$ cat config.mk
export PLATFORM = sky130hd
export DESIGN_NAME = door_lock_actuator_controller
export DESIGN_NICKNAME = d
export VERILOG_FILES = /design/src/rtl/dlac_pkg.sv /design/src/rtl/door_lock_actuator_controller.sv /design/src/rtl/dlac_debounce.sv /design/src/rtl/dlac_rsp_queue.sv
export SDC_FILE = /design/constraint.sdc
export NUM_CORES = 1
export LEC_CHECK = 0
export BUFFER_PORTS_ARGS = -buffer_cell sky130_fd_sc_hd__buf_2
export CAP_MARGIN = 20
export CORE_ASPECT_RATIO = 0.7
export CORE_MARGIN = 8
export CORE_UTILIZATION = 45
export DETAILED_ROUTE_END_ITERATION = 10
export RECOVER_POWER = 50
export SYNTH_ARGS = -nofsm -noshare
export SYNTH_HDL_FRONTEND = slang
export SYNTH_SLANG_ARGS = --single-unit
$ cat constraint.sdc
create_clock -name clock -period 8.6 [get_ports clock]
set_clock_uncertainty 0.05 [all_clocks]
set_input_delay 0 -clock clock [delete_from_list [all_inputs] [get_ports clock]]
set_output_delay 0 -clock clock [all_outputs]
set_load 0.05 [all_outputs]
$ cat src/rtl/dlac_pkg.sv
// Shared types, codes and constants of the door lock actuator controller.
package dlac_pkg;

   localparam int TIME_WIDTH    = 16;
   localparam int PERIOD_WIDTH  = 8;
   localparam int STABLE_WIDTH  = 15;
   localparam int TIMEOUT_WIDTH = 16;
   localparam int STARTUP_WIDTH = 17;
   localparam int CSR_DATA_WIDTH  = 16;
   localparam int CSR_INDEX_WIDTH = 2;

   localparam logic [PERIOD_WIDTH-1:0]  SAMPLE_PERIOD_RESET     = 8'd10;
   localparam logic [STABLE_WIDTH-1:0]  STABLE_TIME_RESET       = 15'd100;
   localparam logic [TIMEOUT_WIDTH-1:0] OPERATION_TIMEOUT_RESET = 16'd1000;

   typedef enum logic [2:0] {
      OP_TICK       = 3'd0,
      OP_DOOR_QUERY = 3'd1,
      OP_LOCK_QUERY = 3'd2,
      OP_UNLOCK     = 3'd3,
      OP_LOCK       = 3'd4
   } op_type;

   typedef enum logic [2:0] {
      KIND_NONE          = 3'd0,
      KIND_DOOR_STATUS   = 3'd1,
      KIND_LOCK_STATUS   = 3'd2,
      KIND_UNLOCK_RESULT = 3'd3,
      KIND_LOCK_RESULT   = 3'd4
   } kind_type;

   typedef enum logic [1:0] {
      PEND_NONE   = 2'd0,
      PEND_UNLOCK = 2'd1,
      PEND_LOCK   = 2'd2
   } pend_type;

   typedef enum logic [CSR_INDEX_WIDTH-1:0] {
      CSR_SAMPLE_PERIOD     = 2'd0,
      CSR_STABLE_TIME       = 2'd1,
      CSR_OPERATION_TIMEOUT = 2'd2
   } csr_index_type;

   typedef struct packed {
      logic [2:0] op;
      logic       raw_lock;
      logic       raw_hole;
      logic       raw_door;
   } req_word_type;

   typedef struct packed {
      logic [2:0] reply_kind;
      logic       reply_value;
      logic       drive_open;
      logic       busy_res;
   } rsp_word_type;

   typedef struct packed {
      logic [PERIOD_WIDTH-1:0]  sample_period;
      logic [STABLE_WIDTH-1:0]  stable_time;
      logic [TIMEOUT_WIDTH-1:0] operation_timeout;
   } cfg_type;

   // Committed state of one sensor, before and after the current sample.
   typedef struct packed {
      logic committed;
      logic fresh;
   } sensor_status_type;

endpackage

$ cat src/rtl/door_lock_actuator_controller.sv
// Top level of the door lock actuator controller: control core and ports.
//
//   Channel  Direction  Ports                                   Word
//   req      in         req_valid, req_stall, req_data          op and raw sensor bits
//   rsp      out        rsp_valid, rsp_stall, rsp_data          reply, drive, busy
//   csr      in         csr_write, csr_index, csr_data          register write
//
// Each word is captured in an input register and processed once the result
// queue has room, when it moves into the queue; a word can be accepted every
// cycle while req_stall is low.
// The result queue holds two words, which lets the input side keep moving while
// one result waits to be taken; req_stall rises only when the queue is full.
// Reset is synchronous and active high; it clears all sensor, timer and
// operation state and loads the register defaults.
module door_lock_actuator_controller (
   input  logic                                     clock,
   input  logic                                     reset,
   input  logic                                     req_valid,
   output logic                                     req_stall,
   input  dlac_pkg::req_word_type                   req_data,
   output logic                                     rsp_valid,
   input  logic                                     rsp_stall,
   output dlac_pkg::rsp_word_type                   rsp_data,
   input  logic                                     csr_write,
   input  logic [dlac_pkg::CSR_INDEX_WIDTH-1:0]     csr_index,
   input  logic [dlac_pkg::CSR_DATA_WIDTH-1:0]      csr_data
);

   // Configuration registers.
   dlac_pkg::cfg_type cfg_ff;

   always_ff @(posedge clock) begin
      if (reset) begin
         cfg_ff.sample_period     <= dlac_pkg::SAMPLE_PERIOD_RESET;
         cfg_ff.stable_time       <= dlac_pkg::STABLE_TIME_RESET;
         cfg_ff.operation_timeout <= dlac_pkg::OPERATION_TIMEOUT_RESET;
      end else if (csr_write) begin
         case (csr_index)
            dlac_pkg::CSR_SAMPLE_PERIOD: begin
               cfg_ff.sample_period <= csr_data[dlac_pkg::PERIOD_WIDTH-1:0];
            end
            dlac_pkg::CSR_STABLE_TIME: begin
               cfg_ff.stable_time <= csr_data[dlac_pkg::STABLE_WIDTH-1:0];
            end
            dlac_pkg::CSR_OPERATION_TIMEOUT: begin
               cfg_ff.operation_timeout <= csr_data[dlac_pkg::TIMEOUT_WIDTH-1:0];
            end
            default: begin
            end
         endcase
      end
   end

   // Input register. It holds its word while the result queue is full.
   logic                   s1_valid_ff;
   dlac_pkg::req_word_type s1_data_ff;
   logic                   q_space;
   logic                   advance;

   assign req_stall = s1_valid_ff && !q_space;
   assign advance   = s1_valid_ff && q_space;

   always_ff @(posedge clock) begin
      if (reset) begin
         s1_valid_ff <= 1'b0;
      end else if (!req_stall) begin
         s1_valid_ff <= req_valid;
      end
   end

   always_ff @(posedge clock) begin
      if (req_valid && !req_stall) begin
         s1_data_ff <= req_data;
      end
   end

   // Sample prescaler: a tick that brings the count to the period samples.
   logic [dlac_pkg::PERIOD_WIDTH-1:0] prescale_ff, prescale_in;
   logic [dlac_pkg::PERIOD_WIDTH-1:0] prescale_inc;
   logic                              is_tick;
   logic                              sample_en;

   assign is_tick      = advance && (s1_data_ff.op == dlac_pkg::OP_TICK);
   assign prescale_inc = prescale_ff + 1'b1;
   assign sample_en    = is_tick && (prescale_inc >= cfg_ff.sample_period);

   always_comb begin
      prescale_in = prescale_ff;
      if (is_tick) begin
         prescale_in = sample_en ? '0 : prescale_inc;
      end
   end

   dlac_pkg::sensor_status_type lock_st, hole_st, door_st;

   dlac_debounce u_lock (
      .clock     (clock),
      .reset     (reset),
      .sample_en (sample_en),
      .raw       (s1_data_ff.raw_lock),
      .cfg       (cfg_ff),
      .status    (lock_st)
   );

   dlac_debounce u_hole (
      .clock     (clock),
      .reset     (reset),
      .sample_en (sample_en),
      .raw       (s1_data_ff.raw_hole),
      .cfg       (cfg_ff),
      .status    (hole_st)
   );

   dlac_debounce u_door (
      .clock     (clock),
      .reset     (reset),
      .sample_en (sample_en),
      .raw       (s1_data_ff.raw_door),
      .cfg       (cfg_ff),
      .status    (door_st)
   );

   // Operation and power-on state.
   dlac_pkg::pend_type                  pending_ff, pending_in;
   logic [dlac_pkg::TIMEOUT_WIDTH-1:0]  countdown_ff, countdown_in;
   logic [dlac_pkg::TIMEOUT_WIDTH-1:0]  countdown_dec;
   logic                                drive_ff, drive_in;
   logic [dlac_pkg::STARTUP_WIDTH-1:0]  startup_ff, startup_in;
   logic [dlac_pkg::STARTUP_WIDTH-1:0]  startup_limit;
   logic                                startup_done_ff, startup_done_in;
   logic                                tick_confirm;
   logic                                req_confirm_unlock;
   logic                                req_confirm_lock;
   dlac_pkg::rsp_word_type              rsp_in;

   assign countdown_dec = countdown_ff - 1'b1;
   assign startup_limit = {1'b0, cfg_ff.stable_time, 1'b0};

   // Confirmation on a tick looks at the freshly debounced states.
   always_comb begin
      if (pending_ff == dlac_pkg::PEND_UNLOCK) begin
         tick_confirm = lock_st.fresh && hole_st.fresh;
      end else begin
         tick_confirm = !lock_st.fresh && !hole_st.fresh && !door_st.fresh;
      end
   end

   assign req_confirm_unlock = lock_st.committed && hole_st.committed;
   assign req_confirm_lock   = !lock_st.committed && !hole_st.committed
                               && !door_st.committed;

   always_comb begin
      pending_in      = pending_ff;
      countdown_in    = countdown_ff;
      drive_in        = drive_ff;
      startup_in      = startup_ff;
      startup_done_in = startup_done_ff;
      rsp_in.reply_kind  = dlac_pkg::KIND_NONE;
      rsp_in.reply_value = 1'b0;

      if (advance) begin
         case (s1_data_ff.op)
            dlac_pkg::OP_TICK: begin
               // Power-on check: an open door opens the lock once, unless an
               // operation is already under way.
               if (!startup_done_ff) begin
                  startup_in = startup_ff + 1'b1;
                  if (startup_in >= startup_limit) begin
                     startup_done_in = 1'b1;
                     if (door_st.fresh && (pending_ff == dlac_pkg::PEND_NONE)) begin
                        drive_in = 1'b1;
                     end
                  end
               end
               if (pending_ff != dlac_pkg::PEND_NONE) begin
                  countdown_in = countdown_dec;
                  if (countdown_dec == '0) begin
                     // Timeout: report failure and reverse the drive.
                     rsp_in.reply_kind = (pending_ff == dlac_pkg::PEND_UNLOCK)
                                         ? dlac_pkg::KIND_UNLOCK_RESULT
                                         : dlac_pkg::KIND_LOCK_RESULT;
                     drive_in   = (pending_ff != dlac_pkg::PEND_UNLOCK);
                     pending_in = dlac_pkg::PEND_NONE;
                  end else if (tick_confirm) begin
                     rsp_in.reply_kind = (pending_ff == dlac_pkg::PEND_UNLOCK)
                                         ? dlac_pkg::KIND_UNLOCK_RESULT
                                         : dlac_pkg::KIND_LOCK_RESULT;
                     rsp_in.reply_value = 1'b1;
                     pending_in         = dlac_pkg::PEND_NONE;
                  end
               end
            end
            dlac_pkg::OP_DOOR_QUERY: begin
               rsp_in.reply_kind  = dlac_pkg::KIND_DOOR_STATUS;
               rsp_in.reply_value = door_st.committed;
            end
            dlac_pkg::OP_LOCK_QUERY: begin
               rsp_in.reply_kind  = dlac_pkg::KIND_LOCK_STATUS;
               rsp_in.reply_value = lock_st.committed;
            end
            dlac_pkg::OP_UNLOCK: begin
               // A request while another operation waits is dropped.
               if (pending_ff == dlac_pkg::PEND_NONE) begin
                  drive_in = 1'b1;
                  if (cfg_ff.operation_timeout == '0) begin
                     rsp_in.reply_kind = dlac_pkg::KIND_UNLOCK_RESULT;
                     drive_in          = 1'b0;
                  end else if (req_confirm_unlock) begin
                     rsp_in.reply_kind  = dlac_pkg::KIND_UNLOCK_RESULT;
                     rsp_in.reply_value = 1'b1;
                  end else begin
                     pending_in   = dlac_pkg::PEND_UNLOCK;
                     countdown_in = cfg_ff.operation_timeout;
                  end
               end
            end
            dlac_pkg::OP_LOCK: begin
               if (pending_ff == dlac_pkg::PEND_NONE) begin
                  drive_in = 1'b0;
                  if (cfg_ff.operation_timeout == '0) begin
                     rsp_in.reply_kind = dlac_pkg::KIND_LOCK_RESULT;
                     drive_in          = 1'b1;
                  end else if (req_confirm_lock) begin
                     rsp_in.reply_kind  = dlac_pkg::KIND_LOCK_RESULT;
                     rsp_in.reply_value = 1'b1;
                  end else begin
                     pending_in   = dlac_pkg::PEND_LOCK;
                     countdown_in = cfg_ff.operation_timeout;
                  end
               end
            end
            default: begin
               // Unknown operations leave everything as it is.
            end
         endcase
      end

      rsp_in.drive_open = drive_in;
      rsp_in.busy_res   = (pending_in != dlac_pkg::PEND_NONE);
   end

   always_ff @(posedge clock) begin
      if (reset) begin
         prescale_ff     <= '0;
         pending_ff      <= dlac_pkg::PEND_NONE;
         countdown_ff    <= '0;
         drive_ff        <= 1'b0;
         startup_ff      <= '0;
         startup_done_ff <= 1'b0;
      end else begin
         prescale_ff     <= prescale_in;
         pending_ff      <= pending_in;
         countdown_ff    <= countdown_in;
         drive_ff        <= drive_in;
         startup_ff      <= startup_in;
         startup_done_ff <= startup_done_in;
      end
   end

   dlac_rsp_queue u_rsp_queue (
      .clock     (clock),
      .reset     (reset),
      .wr_en     (advance),
      .wr_data   (rsp_in),
      .space     (q_space),
      .rsp_valid (rsp_valid),
      .rsp_stall (rsp_stall),
      .rsp_data  (rsp_data)
   );

   // A waiting operation always has ticks left on its countdown.
   a_pending_countdown: assert property (@(posedge clock) disable iff (reset)
      (pending_ff != dlac_pkg::PEND_NONE) |-> (countdown_ff != '0))
      else $error("operation pending with an expired countdown");

   // An unlock or lock result always ends the operation.
   a_result_clears: assert property (@(posedge clock) disable iff (reset)
      (advance && ((rsp_in.reply_kind == dlac_pkg::KIND_UNLOCK_RESULT)
                   || (rsp_in.reply_kind == dlac_pkg::KIND_LOCK_RESULT)))
      |=> (pending_ff == dlac_pkg::PEND_NONE))
      else $error("operation still pending after its result");

   // The input side stalls only while the result queue is full.
   a_stall_full: assert property (@(posedge clock) disable iff (reset)
      req_stall |-> (rsp_valid && !q_space))
      else $error("input stalled with room in the result queue");

   // The drive reported with a word matches the drive register after it.
   a_drive_match: assert property (@(posedge clock) disable iff (reset)
      advance |=> (drive_ff == $past(rsp_in.drive_open)))
      else $error("reported drive differs from actuator drive");

endmodule

$ cat src/rtl/dlac_debounce.sv
// Debounce filter for one sensor: settle timer and committed state.
module dlac_debounce (
   input  logic                        clock,
   input  logic                        reset,
   input  logic                        sample_en,
   input  logic                        raw,
   input  dlac_pkg::cfg_type           cfg,
   output dlac_pkg::sensor_status_type status
);

   logic                           state_ff, state_in;
   logic [dlac_pkg::TIME_WIDTH-1:0] settle_ff, settle_in;
   logic [dlac_pkg::TIME_WIDTH:0]   sum;
   logic [dlac_pkg::TIME_WIDTH-1:0] sat;

   always_comb begin
      sum = {1'b0, settle_ff}
            + (dlac_pkg::TIME_WIDTH+1)'(cfg.sample_period);
      sat = sum[dlac_pkg::TIME_WIDTH] ? {dlac_pkg::TIME_WIDTH{1'b1}}
                                      : sum[dlac_pkg::TIME_WIDTH-1:0];
      state_in  = state_ff;
      settle_in = settle_ff;
      if (sample_en) begin
         if (raw != state_ff) begin
            if (sat >= dlac_pkg::TIME_WIDTH'(cfg.stable_time)) begin
               settle_in = '0;
               state_in  = raw;
            end else begin
               settle_in = sat;
            end
         end else begin
            settle_in = '0;
         end
      end
   end

   always_ff @(posedge clock) begin
      if (reset) begin
         state_ff  <= 1'b0;
         settle_ff <= '0;
      end else begin
         state_ff  <= state_in;
         settle_ff <= settle_in;
      end
   end

   assign status.committed = state_ff;
   assign status.fresh     = state_in;

endmodule

$ cat src/rtl/dlac_rsp_queue.sv
// Two-entry result queue that decouples the result channel from the core.
module dlac_rsp_queue (
   input  logic                   clock,
   input  logic                   reset,
   input  logic                   wr_en,
   input  dlac_pkg::rsp_word_type wr_data,
   output logic                   space,
   output logic                   rsp_valid,
   input  logic                   rsp_stall,
   output dlac_pkg::rsp_word_type rsp_data
);

   dlac_pkg::rsp_word_type entry_ff [2];
   logic       wr_ptr_ff, wr_ptr_in;
   logic       rd_ptr_ff, rd_ptr_in;
   logic [1:0] count_ff, count_in;
   logic       rd_en;

   assign space     = (count_ff != 2'd2);
   assign rsp_valid = (count_ff != 2'd0);
   assign rsp_data  = entry_ff[rd_ptr_ff];
   assign rd_en     = rsp_valid && !rsp_stall;

   always_comb begin
      wr_ptr_in = wr_ptr_ff ^ wr_en;
      rd_ptr_in = rd_ptr_ff ^ rd_en;
      count_in  = count_ff + {1'b0, wr_en} - {1'b0, rd_en};
   end

   always_ff @(posedge clock) begin
      if (reset) begin
         wr_ptr_ff <= 1'b0;
         rd_ptr_ff <= 1'b0;
         count_ff  <= 2'd0;
      end else begin
         wr_ptr_ff <= wr_ptr_in;
         rd_ptr_ff <= rd_ptr_in;
         count_ff  <= count_in;
      end
   end

   always_ff @(posedge clock) begin
      if (wr_en) begin
         entry_ff[wr_ptr_ff] <= wr_data;
      end
   end

endmodule

## Yosys cells after proc, flatten, opt, wreduce, memory -nomap -nowiden

Memory sizes are Yosys's and may differ from the RTL's. A register that Yosys moved wholly into a read port is not among the register bits.
Index checks and enable logic that the tools add are counted.

- Reductions and logical operators: 37
- Add/subtract/negate cells: 8
- Mux-type cells: 70
- Bitwise gates (word level): 3
- $lt $le $gt $ge: 5
- Eq/ne operators: 19

Operators by type and width:

| operator | count |
|---|---|
| two-way mux 16 bit | 16 |
| adder 16 x 8 -> 17 bit | 3 |
| >= comparator 16 x 15 -> 1 bit | 3 |
| case mux 16 bit (3 select lines) | 1 |
| zero test 16 bit | 2 |
| two-way mux 1 bit | 28 |
| two-way mux 4 bit | 6 |
| two-way mux 2 bit | 10 |
| case mux 4 bit (5 select lines) | 1 |
| adder 17 x 1 -> 17 bit (second input constant) | 1 |
| >= comparator 17 x 16 -> 1 bit | 1 |
| subtractor 16 x 1 -> 16 bit (second input constant) | 1 |
| two-way mux 3 bit | 5 |
| inequality test 2 bit (second input constant) | 7 |
| logical AND 1 bit | 13 |
| zero test 1 bit | 9 |
| AND reduction 9 bit | 1 |
| adder 8 x 1 -> 8 bit (second input constant) | 1 |
| >= comparator 8 bit | 1 |
| two-way mux 8 bit | 1 |
| AND reduction 2 bit | 4 |
| == test 3 x 2 -> 1 bit (second input constant) | 2 |
| case mux 2 bit (3 select lines) | 1 |
| nonzero test 2 bit | 3 |
| 15 further kinds | 21 |

- Word-level logic and storage cells: 166
- Register bits: 146
- Memory bits (writable): 12
- Input port bits: 29
- Memories: 1

Memories:

| memory | words | bits a word | rd ports | clocked after Yosys merged registers in | write ports | line | source |
|---|---|---|---|---|---|---|---|
| u_rsp_queue.entry_ff | 2 | 6 | 1 | 1 | 1 | dlac_rsp_queue.sv:13 | `dlac_pkg::rsp_word_type entry_ff [2];` |

## Longest topological paths before layout

Gate-level depths: netlist of run 1.

- Word-level depth: 16
- Mapped depth: 21
- Gate-level depth less buffers: 21

## Hierarchy

Synthesis of run 1 repeated with hierarchy kept, for this count alone.

- Cells, all modules: 1264
- Area, all modules: 10560.1 um^2

Modules (own cells, without submodules):

| module | cells each | area each (um^2) | seq. area each (um^2) | times used |
|---|---|---|---|---|
| door_lock_actuator_controller | 666 | 5171.2 | 1881.8 | 1 |
| dlac_debounce | 186 | 1577.8 | 340.3 | 3 |
| dlac_rsp_queue | 40 | 655.6 | 440.4 | 1 |

## Worst setup path after synthesis of run 1

Ideal clock, no wire load.

- Kind: register to register
- From: reg cfg_ff[32] (netlist bit)
- To: mem u_rsp_queue.entry_ff[0][5] (netlist bit), data pin
- Library setup time: 260 ps
- Data arrival time: 4299 ps
- Data required time: 8290 ps
- Setup slack: 3990 ps
- Path buffers: 0
- Stages on the path, launching flop included: 20
- Path through: dfxtp_1 > inv_1 > fa_1 > nor2b_1 > o2111ai_1 > and2_1 > o21ai_1 > nand3_1 > nand2_1 > ha_1 > a21oi_1 > nor2b_1 > a2111oi_0 > nand4_1 > a211oi_1 > a21oi_1 > mux2i_1 > and3_1 > o21a_1 > a32o_1

RTL lines:

| item | line | source |
|---|---|---|
| start: declaration | door_lock_actuator_controller.sv:30 | `dlac_pkg::cfg_type cfg_ff;` |
| end: declaration | dlac_rsp_queue.sv:13 |  |

==> results.yml, run 1 <==
routing:
  first_pass_iters: 5
  wire_per_inst_um: 17.5
  drtIter0Drc: 686
  vias: 8617
  antenna_left: 0
  vias_per_cell: 5.71
  post-route-drc-count: 0
  routed_wl_um: 26500
setup_path:
  cp.arrival_ns: 5.82
  critical_path_class: "flip-flop to flip-flop"
  cp_max_fo: 9
  cp_data_required_time_ns: 8.73
  cp-start-kind: "flip-flop"
  endpoint_kind: "flip-flop"
sta:
  tns_ns: 0
  drv_slew: 90
  max_slew_margin: -0.643
  hold_viol_final: 0
  worstMarginPinSlew_ns: 2.47
  min_period_ns: 5.69
  clock.fmax_mhz: 176
  period_share: 0.662
  rsz0062_at_grt: "no"
  setup_viol: 0
  fin_hold_ws_ns: 0.0856
synth:
  syn_area_sq_um: 9940
  synth-main-ff-cell: "dfxtp_1"
  ys_seq_area_frac: 0.336
  syn_area_per_cell_sq_um: 8.47
  yosysMostFrequentCell: "nand2_1"
  synth_top_area_cell: "dfxtp_1"
  synth_commonest_cells: "161 x nand2_1, 140 x dfxtp_1, 100 x ha_1, 100 x nor2_1, 92 x a21oi_1"
  yosys_warnings: 0
  synth-edff-count: 18
  synthArstFlopShare: 0
  synth_top_area_frac: 0.282
  synth-seq-cells: 158
  ys_types: 75
  synth.area.top_cells: "dfxtp_1 28%, ha_1 13%, nand2_1 6.1%"
  synth_nets: 1306
  syn_inst: 1174
placement:
  dp.cells: 1454
  portBuffers: 36
  dpl.hpwl_um: 19100
  place_congestion: 0.878
grt:
  grt_use_met1: 0.284
  use_met2: 0.277
  antenna_found_initial: 0
  grt_max_degree: 57
  grt_busiest_layer: "met1"
  grt_pass1_wl_um: 42400
  grt.total_usage: 0.194
  gr-total-overflow: 0
  met3_usage: 0.0426
  grt_pass1_vias: 7884
cells_and_area:
  drive_gt1_frac: 0.0782
  fillers: 2048
  regArea_sq_um: 3340
  finalNonFillerCells: 1510
  diodes: 0
  nNetsFinal: 1347
  syn_to_final_growth_pct: 12.3
  multi_input_area_sq_um: 6300
min_path:
  min_path_type: "primary input to flip-flop"
run_status:
  status: "finished, violations left"
  violations: "max-capacitance violations, max-slew violations"
clock_tree:
  cts_buffers: 17
  clk_latency_ns: 0.44
  cts.htree.levels: 4
  cts.sinks: 158
  postCtsResizedCells: 0
  cts.clk_slew.worst_paths_ns: 0.06
  cts_buffer_depth: 2
  cts_setup_buffers: 0
  root_buffer: "clkbuf_16"
  cts_tree: "done"
floorplan:
  rows: 45
  start_util: 0.458
  dieArea_sq_um: 27200
  ioPinCount: 37
  die_height_um: 140
  die_w_um: 194
  coreArea_sq_um: 21700
job:
  drv_cap: 2
pwr:
  p_total_w: 0.00186
  power_density_nw_per_um2: 166
  leakage_nw: 4.67
  peakVddDrop_uv: 140
## cells by family after synthesis
family / after synthesis / share of synthesized area
compound gates: 288 / 0.193
xor+xnor: 82 / 0.0723
fa+ha+maj: 103 / 0.132
buf+inv: 81 / 0.0307
flops: 158 / 0.336
mux: 16 / 0.0188
simple gates: 446 / 0.217
## metrics by stage
stage	setup WS (ns)	instance area, sq um	util
4_1_cts	3.00	11200	0.516
6_report	2.91	11200	0.515
2_1_floorplan	3.99	9940	-
3_3_place_gp	3.24	10300	0.477
3_5_place_dp	3.05	10400	0.478
5_1_grt	2.37	11200	0.515
## worst paths after layout
path                            cells after the start  slack, ns                          to    startpoint
worst min-delay path                                5       0.09                  cfg_ff[34]  csr_index[0]
worst max-delay path                               19       2.91  u_rsp_queue.entry_ff[1][0]    cfg_ff[32]
worst min register to register                      2       0.41                  cfg_ff[25]    cfg_ff[25]
worst max register to register                     19       2.91  u_rsp_queue.entry_ff[1][0]    cfg_ff[32]
## cell usage in the layout, fill, tap and decap left out, types with 10 or more instances in the layout
cell type | Yosys | routed
nand2_1 | 161 | 161
dfxtp_1 | 140 | 140
nor2_1 | 100 | 100
ha_1 | 100 | 100
a21oi_1 | 92 | 92
o21ai_0 | 54 | 54
xor2_1 | 49 | 49
a22o_1 | 42 | 42
inv_1 | 37 | 37
xnor2_1 | 33 | 33
buf_2 | 1 | 27
nand3_1 | 25 | 25
dlygate4sd3_1 | 0 | 24
nor2b_1 | 24 | 23
nand4_1 | 20 | 20
and3_1 | 19 | 19
edfxtp_1 | 18 | 18
nor3_1 | 17 | 17
clkbuf_16 | 0 | 17
a211oi_1 | 16 | 16
clkbuf_1 | 40 | 15
o211ai_1 | 13 | 13
nand2b_1 | 12 | 12
or2_2 | 10 | 10
## power by group
part           leakage [nW]  internal, W  switching (W)
Clock                 0.269     0.000430       0.000323
Sequential             1.30     0.000772      0.0000273
Combinational          3.10     0.000109       0.000195
Total                  4.67      0.00131       0.000545
## worst max-delay path, stage by stage (launching register included)
cell	delay, ns
dfxtp_1	0.49
inv_1	0.16
fa_1	0.46
nor2b_1	0.21
o2111ai_1	0.15
and2_1	0.19
o21ai_1	0.37
nand3_1	0.38
nand2_1	0.19
ha_1	0.28
a21oi_1	0.16
nor2b_1	0.06
a2111oi_0	0.60
nand4_1	0.16
a211oi_1	0.39
a21oi_1	0.14
mux2i_1	0.45
nand4_1	0.21
a31oi_1	0.22
o21ai_1	0.12
## repair_timing
action | 4_1_cts | 5_1_grt
hold endpoints to repair | 47 | 0
hold buffers | 24 | 0
endpoints found under the setup margin | 0 | 0
## layout make-up
type / count / share of cell area
tap: 282 / 0.0316
multi-input combinational: 935 / 0.564
inverter: 37 / 0.0124
sequential: 158 / 0.300
clock inverter: 8 / 0.00740
clock buffer: 24 / 0.0441
timing repair buffer: 66 / 0.0408
## state kept, by name (all words and copies together) (netlist names)
name / cells
u_hole.settle_ff: 16
u_door.settle_ff: 16
u_rsp_queue.rd_ptr_ff: 1
u_door.state_ff: 1
s1_data_ff: 6
pending_ff: 2
s1_valid_ff: 1
drive_ff: 1
u_rsp_queue.count_ff: 2
countdown_ff: 16
u_rsp_queue.entry_ff: 12
u_rsp_queue.wr_ptr_ff: 1
cfg_ff: 39
u_lock.settle_ff: 16
startup_done_ff: 1
startup_ff: 17
u_lock.state_ff: 1
prescale_ff: 8
u_hole.state_ff: 1
## metal layers
metal	wire length, um	part of all wire
met1	13600	0.51
met2	10700	0.40
met3	1730	0.065
met4	405	0.015
met5	52	0.0020
Power figures use the tool's default switching activity.
==> run 2: changes to the inputs <==
==> constraint.sdc (replaced) <==
create_clock -name clock -period 5.67 [get_ports clock]
set_clock_uncertainty 0.05 [all_clocks]
set_input_delay 0 -clock clock [delete_from_list [all_inputs] [get_ports clock]]
set_output_delay 0 -clock clock [all_outputs]
set_load 0.05 [all_outputs]
==> results.yml, run 2 (synthesis gave the netlist of run 1 again) <==
grt:
  grt.total_usage: 0.196
  antenna_found_initial: 0
  grt_max_degree: 47
  gr-total-overflow: 0
  grt_pass1_vias: 7733
  grt_pass1_wl_um: 42900
routing:
  first_pass_iters: 5
  post-route-drc-count: 0
  routed_wl_um: 26900
  vias_per_cell: 5.65
  wire_per_inst_um: 17.8
  antenna_left: 0
  vias: 8536
  drtIter0Drc: 596
floorplan:
  rows: 45
  die_w_um: 194
  die_height_um: 140
  dieArea_sq_um: 27200
  start_util: 0.458
  coreArea_sq_um: 21700
  ioPinCount: 37
job:
  drv_cap: 2
setup_path:
  cpMaxStageDelayCell: "dfxtp_1"
  cp.arrival_ns: 5.30
  cpPeakStageDelay_ns: 0.51
  r2r_start: "cfg_ff[32]"
  critical_path_class: "flip-flop to flip-flop"
  cp_max_fo: 6
  cp_data_required_time_ns: 5.80
  cp-start-kind: "flip-flop"
  endpoint_kind: "flip-flop"
  startpoint: "cfg_ff[32]"
  cp_cell_sequence: "inv_1 -> fa_1 -> nor2b_1 -> o2111ai_1 -> and2_1 -> o21ai_1 -> nand3_1 -> xor2_1 -> nand2_1 -> ha_1 -> a21oi_1 -> nor2b_1 -> a2111oi_1 -> nand4_1 -> a211oi_1 -> a21oi_1 -> mux2i_2 -> nand4_1 -> a31oi_1 -> o21ai_1"
clock_tree:
  cts_tree: "done"
  root_buffer: "clkbuf_16"
  cts_buffers: 17
  clk_latency_ns: 0.44
  cts.clk_slew.worst_paths_ns: 0.07
  cts.sinks: 158
  cts.htree.levels: 4
  cts_buffer_depth: 2
sta:
  rsz0062_at_grt: "no"
  hold_viol_final: 0
  min_period_ns: 5.17
  clock.fmax_mhz: 193
  max_slew_margin: -0.575
  drv_slew: 90
  period_share: 0.912
  tns_ns: 0
  setup_viol: 0
  worstMarginPinSlew_ns: 2.36
  fin_hold_ws_ns: 0.0849
pwr:
  peakVddDrop_uv: 211
  leakage_nw: 4.73
  power_density_nw_per_um2: 262
cells_and_area:
  drive_gt1_frac: 0.0814
  largest_register_ffs: 39
  mostFrequentLayoutCells: "161 x nand2_1, 140 x dfxtp_1, 100 x nor2_1, 100 x ha_1, 92 x a21oi_1"
  diodes: 0
  final_util: 0.519
  reg.largest.list: "cfg_ff (39), startup_ff (17)"
  regMostFlops: "cfg_ff"
  nNetsFinal: 1348
  syn_to_final_growth_pct: 13.2
  layout_commonest_cell: "nand2_1"
  design_area_sq_um: 11200
min_path:
  min_path_type: "primary input to flip-flop"
  min_from: "csr_index[1]"
placement:
  placed_area_sq_um: 10400
  place_congestion: 0.875
  dpl.hpwl_um: 19200
  portBuffers: 36
run_status:
  violations: "max-capacitance violations, max-slew violations"
  status: "finished, violations left"
==> run 2: report_power, final <==
group          switching (W)  total, W  internal, W
Sequential         0.0000423   0.00121      0.00117
Combinational       0.000296  0.000460     0.000165
Clock               0.000487   0.00127     0.000783
==> run 2: worst paths after layout <==
check                               end  slack (ns)  depth (start not counted)
min reg2reg                  cfg_ff[25]        0.41                          2
max reg2reg  u_rsp_queue.entry_ff[1][0]        0.50                         20
min                          cfg_ff[34]        0.08                          5
max          u_rsp_queue.entry_ff[1][0]        0.50                         20
==> run 2: through the flow <==
stage               power [W]  setup WS [ns]  std cells
detailed placement    0.00168          0.556       1454
finish                0.00294          0.497       1511
global route          0.00307        0.00483       1511
floorplan             0.00157           1.06       1174
global placement      0.00168          0.607       1454
CTS                   0.00297          0.500       1510
==> run 2: worst max-delay path: cells and delay by family, from the launching register on <==
| family | cells | cell delay, ns |
|---|---|---|
| mux | 1 | 0.37 |
| compound gates | 8 | 1.85 |
| fa+ha+maj | 2 | 0.78 |
| flops | 1 | 0.51 |
| buf+inv | 1 | 0.17 |
| simple gates | 7 | 1.03 |
| xor+xnor | 1 | 0.15 |
==> run 2: area by class of cell <==
class	instances	area (sq um)
Clock buffer	22	484
Multi-Input combinational cell	935	6300
Sequential cell	158	3340
Clock inverter	10	160
Inverter	37	139
Fill cell	2016	10400
Timing Repair Buffer	67	465
Tap cell	282	353
==> run 2: repair_timing <==
| action | CTS | global route |
|---|---|---|
| hold buffers | 24 | 0 |
| endpoints found under the setup margin | 0 | 11 |
| setup buffers | 0 | 0 |
| endpoints found under the hold margin | 47 | 0 |
| gates resized for setup | 0 | 2 |
==> run 2: routing by layer <==
layer  up-vias  routed length [um]  GRT usage
met2       231               10700      0.275
met4         0                 401     0.0493
met3        28                1980     0.0570
li1       4310                   -          -
met1      3967               13800      0.286
met5         -                   0          0
==> run 3: changes to the inputs <==
==> constraint.sdc (replaced) <==
create_clock -name clock -period 5.67 [get_ports clock]
set_clock_uncertainty 0.05 [all_clocks]
set_input_delay 1.701 -clock clock [delete_from_list [all_inputs] [get_ports clock]]
set_output_delay 1.701 -clock clock [all_outputs]
set_load 0.05 [all_outputs]
==> results.yml, run 3 (synthesis gave the netlist of run 1 again) <==
run_status:
  status: "finished, violations left"
  violations: "max-capacitance violations, max-slew violations"
cells_and_area:
  nNetsFinal: 1325
  mostFrequentLayoutCells: "161 x nand2_1, 140 x dfxtp_1, 100 x nor2_1, 100 x ha_1, 92 x a21oi_1"
  final_util: 0.505
  layout_commonest_cell: "nand2_1"
  diodes: 0
  syn_to_final_growth_pct: 10.2
  reg.largest.list: "cfg_ff (39), startup_ff (17)"
  largest_register_ffs: 39
  regMostFlops: "cfg_ff"
  drive_gt1_frac: 0.0863
pwr:
  seqPwrFrac: 0.434
  peakVddDrop_uv: 235
  switching_share: 0.281
  p_total_w: 0.00280
  switching_power_w: 0.000787
  power.share.clock: 0.406
  leakage_nw: 4.62
  p_int_w: 0.00201
  power_density_nw_per_um2: 255
  p_comb_frac: 0.160
floorplan:
  coreArea_sq_um: 21700
  rows: 45
  die_w_um: 194
  dieArea_sq_um: 27200
  start_util: 0.458
  ioPinCount: 37
  die_height_um: 140
sta:
  fin_hold_ws_ns: 0.404
  min_period_ns: 5.21
  period_share: 0.919
  hold_viol_final: 0
  worstMarginPinSlew_ns: 2.07
  setup_viol: 0
  clock.fmax_mhz: 192
  tns_ns: 0
  rsz0062_at_grt: "no"
  drv_slew: 90
  max_slew_margin: -0.377
clock_tree:
  cts.clk_slew.worst_paths_ns: 0.06
  cts.sinks: 158
  root_buffer: "clkbuf_16"
  cts_buffers: 17
  cts.htree.levels: 4
  cts_tree: "done"
  clk_latency_ns: 0.43
  cts_buffer_depth: 2
  cts_setup_buffers: 0
routing:
  routed_wl_um: 26200
  wire_per_inst_um: 17.6
  post-route-drc-count: 0
  vias: 8372
  drtIter0Drc: 585
  antenna_left: 0
  first_pass_iters: 5
  vias_per_cell: 5.63
grt:
  grt.total_usage: 0.192
  grt_pass1_vias: 7632
  grt_max_degree: 46
  antenna_found_initial: 0
  grt_pass1_wl_um: 42000
  gr-total-overflow: 0
setup_path:
  cp.arrival_ns: 5.34
  reg2reg_slack_ns: 0.46
  cpPeakStageDelay_ns: 0.50
  path_delay_family: "compound AO/OA/AOI/OAI gates"
  critical_path_class: "flip-flop to flip-flop"
  cp_num_buf_inv: 2
  cp_max_fo: 6
  cp_data_required_time_ns: 5.80
  cpMaxStageDelayCell: "dfxtp_1"
  cp-start-kind: "flip-flop"
  endpoint_kind: "flip-flop"
  cp_cell_sequence: "inv_1 -> fa_1 -> nor2b_1 -> o2111ai_1 -> and2_1 -> o21ai_2 -> nand3_1 -> xor2_1 -> nand2_1 -> ha_1 -> a21oi_1 -> nor2b_1 -> a2111oi_1 -> nand4_1 -> a211oi_1 -> a21oi_1 -> mux2i_1 -> buf_4 -> and3_1 -> o21a_1 -> a32o_1"
min_path:
  min_path_type: "flip-flop to flip-flop"
job:
  drv_cap: 2
placement:
  place_congestion: 0.867
  dpl.hpwl_um: 19400
  portBuffers: 36
-- run 3: changes by cell type in the layout (fill, tap and decap cells not counted), moves of 2 or more --
| cell | before | now |
|---|---|---|
| clkbuf_1 | 13 | 9 |
| buf_2 | 26 | 34 |
| bufinv_16 | 4 | 2 |
| dlygate4sd3_1 | 24 | 0 |
-- run 3: worst reg2reg max path: stages, from the launching register on --
cell	delay (ns)
dfxtp_1	0.50
inv_1	0.16
fa_1	0.47
nor2b_1	0.20
o2111ai_1	0.16
and2_1	0.21
o21ai_2	0.28
nand3_1	0.13
xor2_1	0.15
nand2_1	0.10
ha_1	0.32
a21oi_1	0.16
nor2b_1	0.06
a2111oi_1	0.48
nand4_1	0.14
a211oi_1	0.37
a21oi_1	0.16
mux2i_1	0.14
buf_4	0.15
and3_1	0.14
o21a_1	0.19
a32o_1	0.23
-- run 3: timing repair --
action | 4_1_cts | 5_1_grt
gates resized for setup | 0 | 2
hold buffers | 0 | 0
setup endpoints to repair | 0 | 13
-- run 3: layout make-up --
class / count / area [sq um]
clock inverter: 6 / 83.8
tap: 282 / 353
multi-input combinational: 935 / 6300
sequential: 158 / 3340
clock buffer: 25 / 485
timing repair buffer: 44 / 243
fill: 2063 / 10700
inverter: 37 / 139
-- run 3: final timing paths --
path	start	end	cells after the start
max	cfg_ff[32]	u_rsp_queue.entry_ff[1][5]	21
min	u_lock.settle_ff[0]	u_lock.settle_ff[0]	2
max reg2reg	cfg_ff[32]	u_rsp_queue.entry_ff[1][5]	21
min reg2reg	u_lock.settle_ff[0]	u_lock.settle_ff[0]	2
-- run 3: metrics by stage --
step,instance area [sq um],worst slack (ns),cells
floorplan,9940,1.06,1174
global placement,10400,0.462,1455
detailed placement,10400,0.358,1456
CTS,11000,0.309,1487
global route,10900,0.0106,1487
finish,10900,0.460,1487
-- run 3: power groups by stage --
stage | combinational, W | clock (W) | sequential [W]
floorplan | 0.000350 | 0 | 0.00122
global placement | 0.000440 | 0 | 0.00124
detailed placement | 0.000443 | 0 | 0.00124
CTS | 0.000446 | 0.00116 | 0.00121
global route | 0.000496 | 0.00121 | 0.00122
finish | 0.000446 | 0.00114 | 0.00121
-- run 3: routing by layer --
metal	part of all wire	wire [um]	global-route usage	up-vias
met4	0.014	378	0.0574	0
li1	-	-	-	4250
met1	0.54	14100	0.293	3884
met2	0.39	10200	0.264	212
met3	0.057	1490	0.0347	26
met5	0	0	0	-
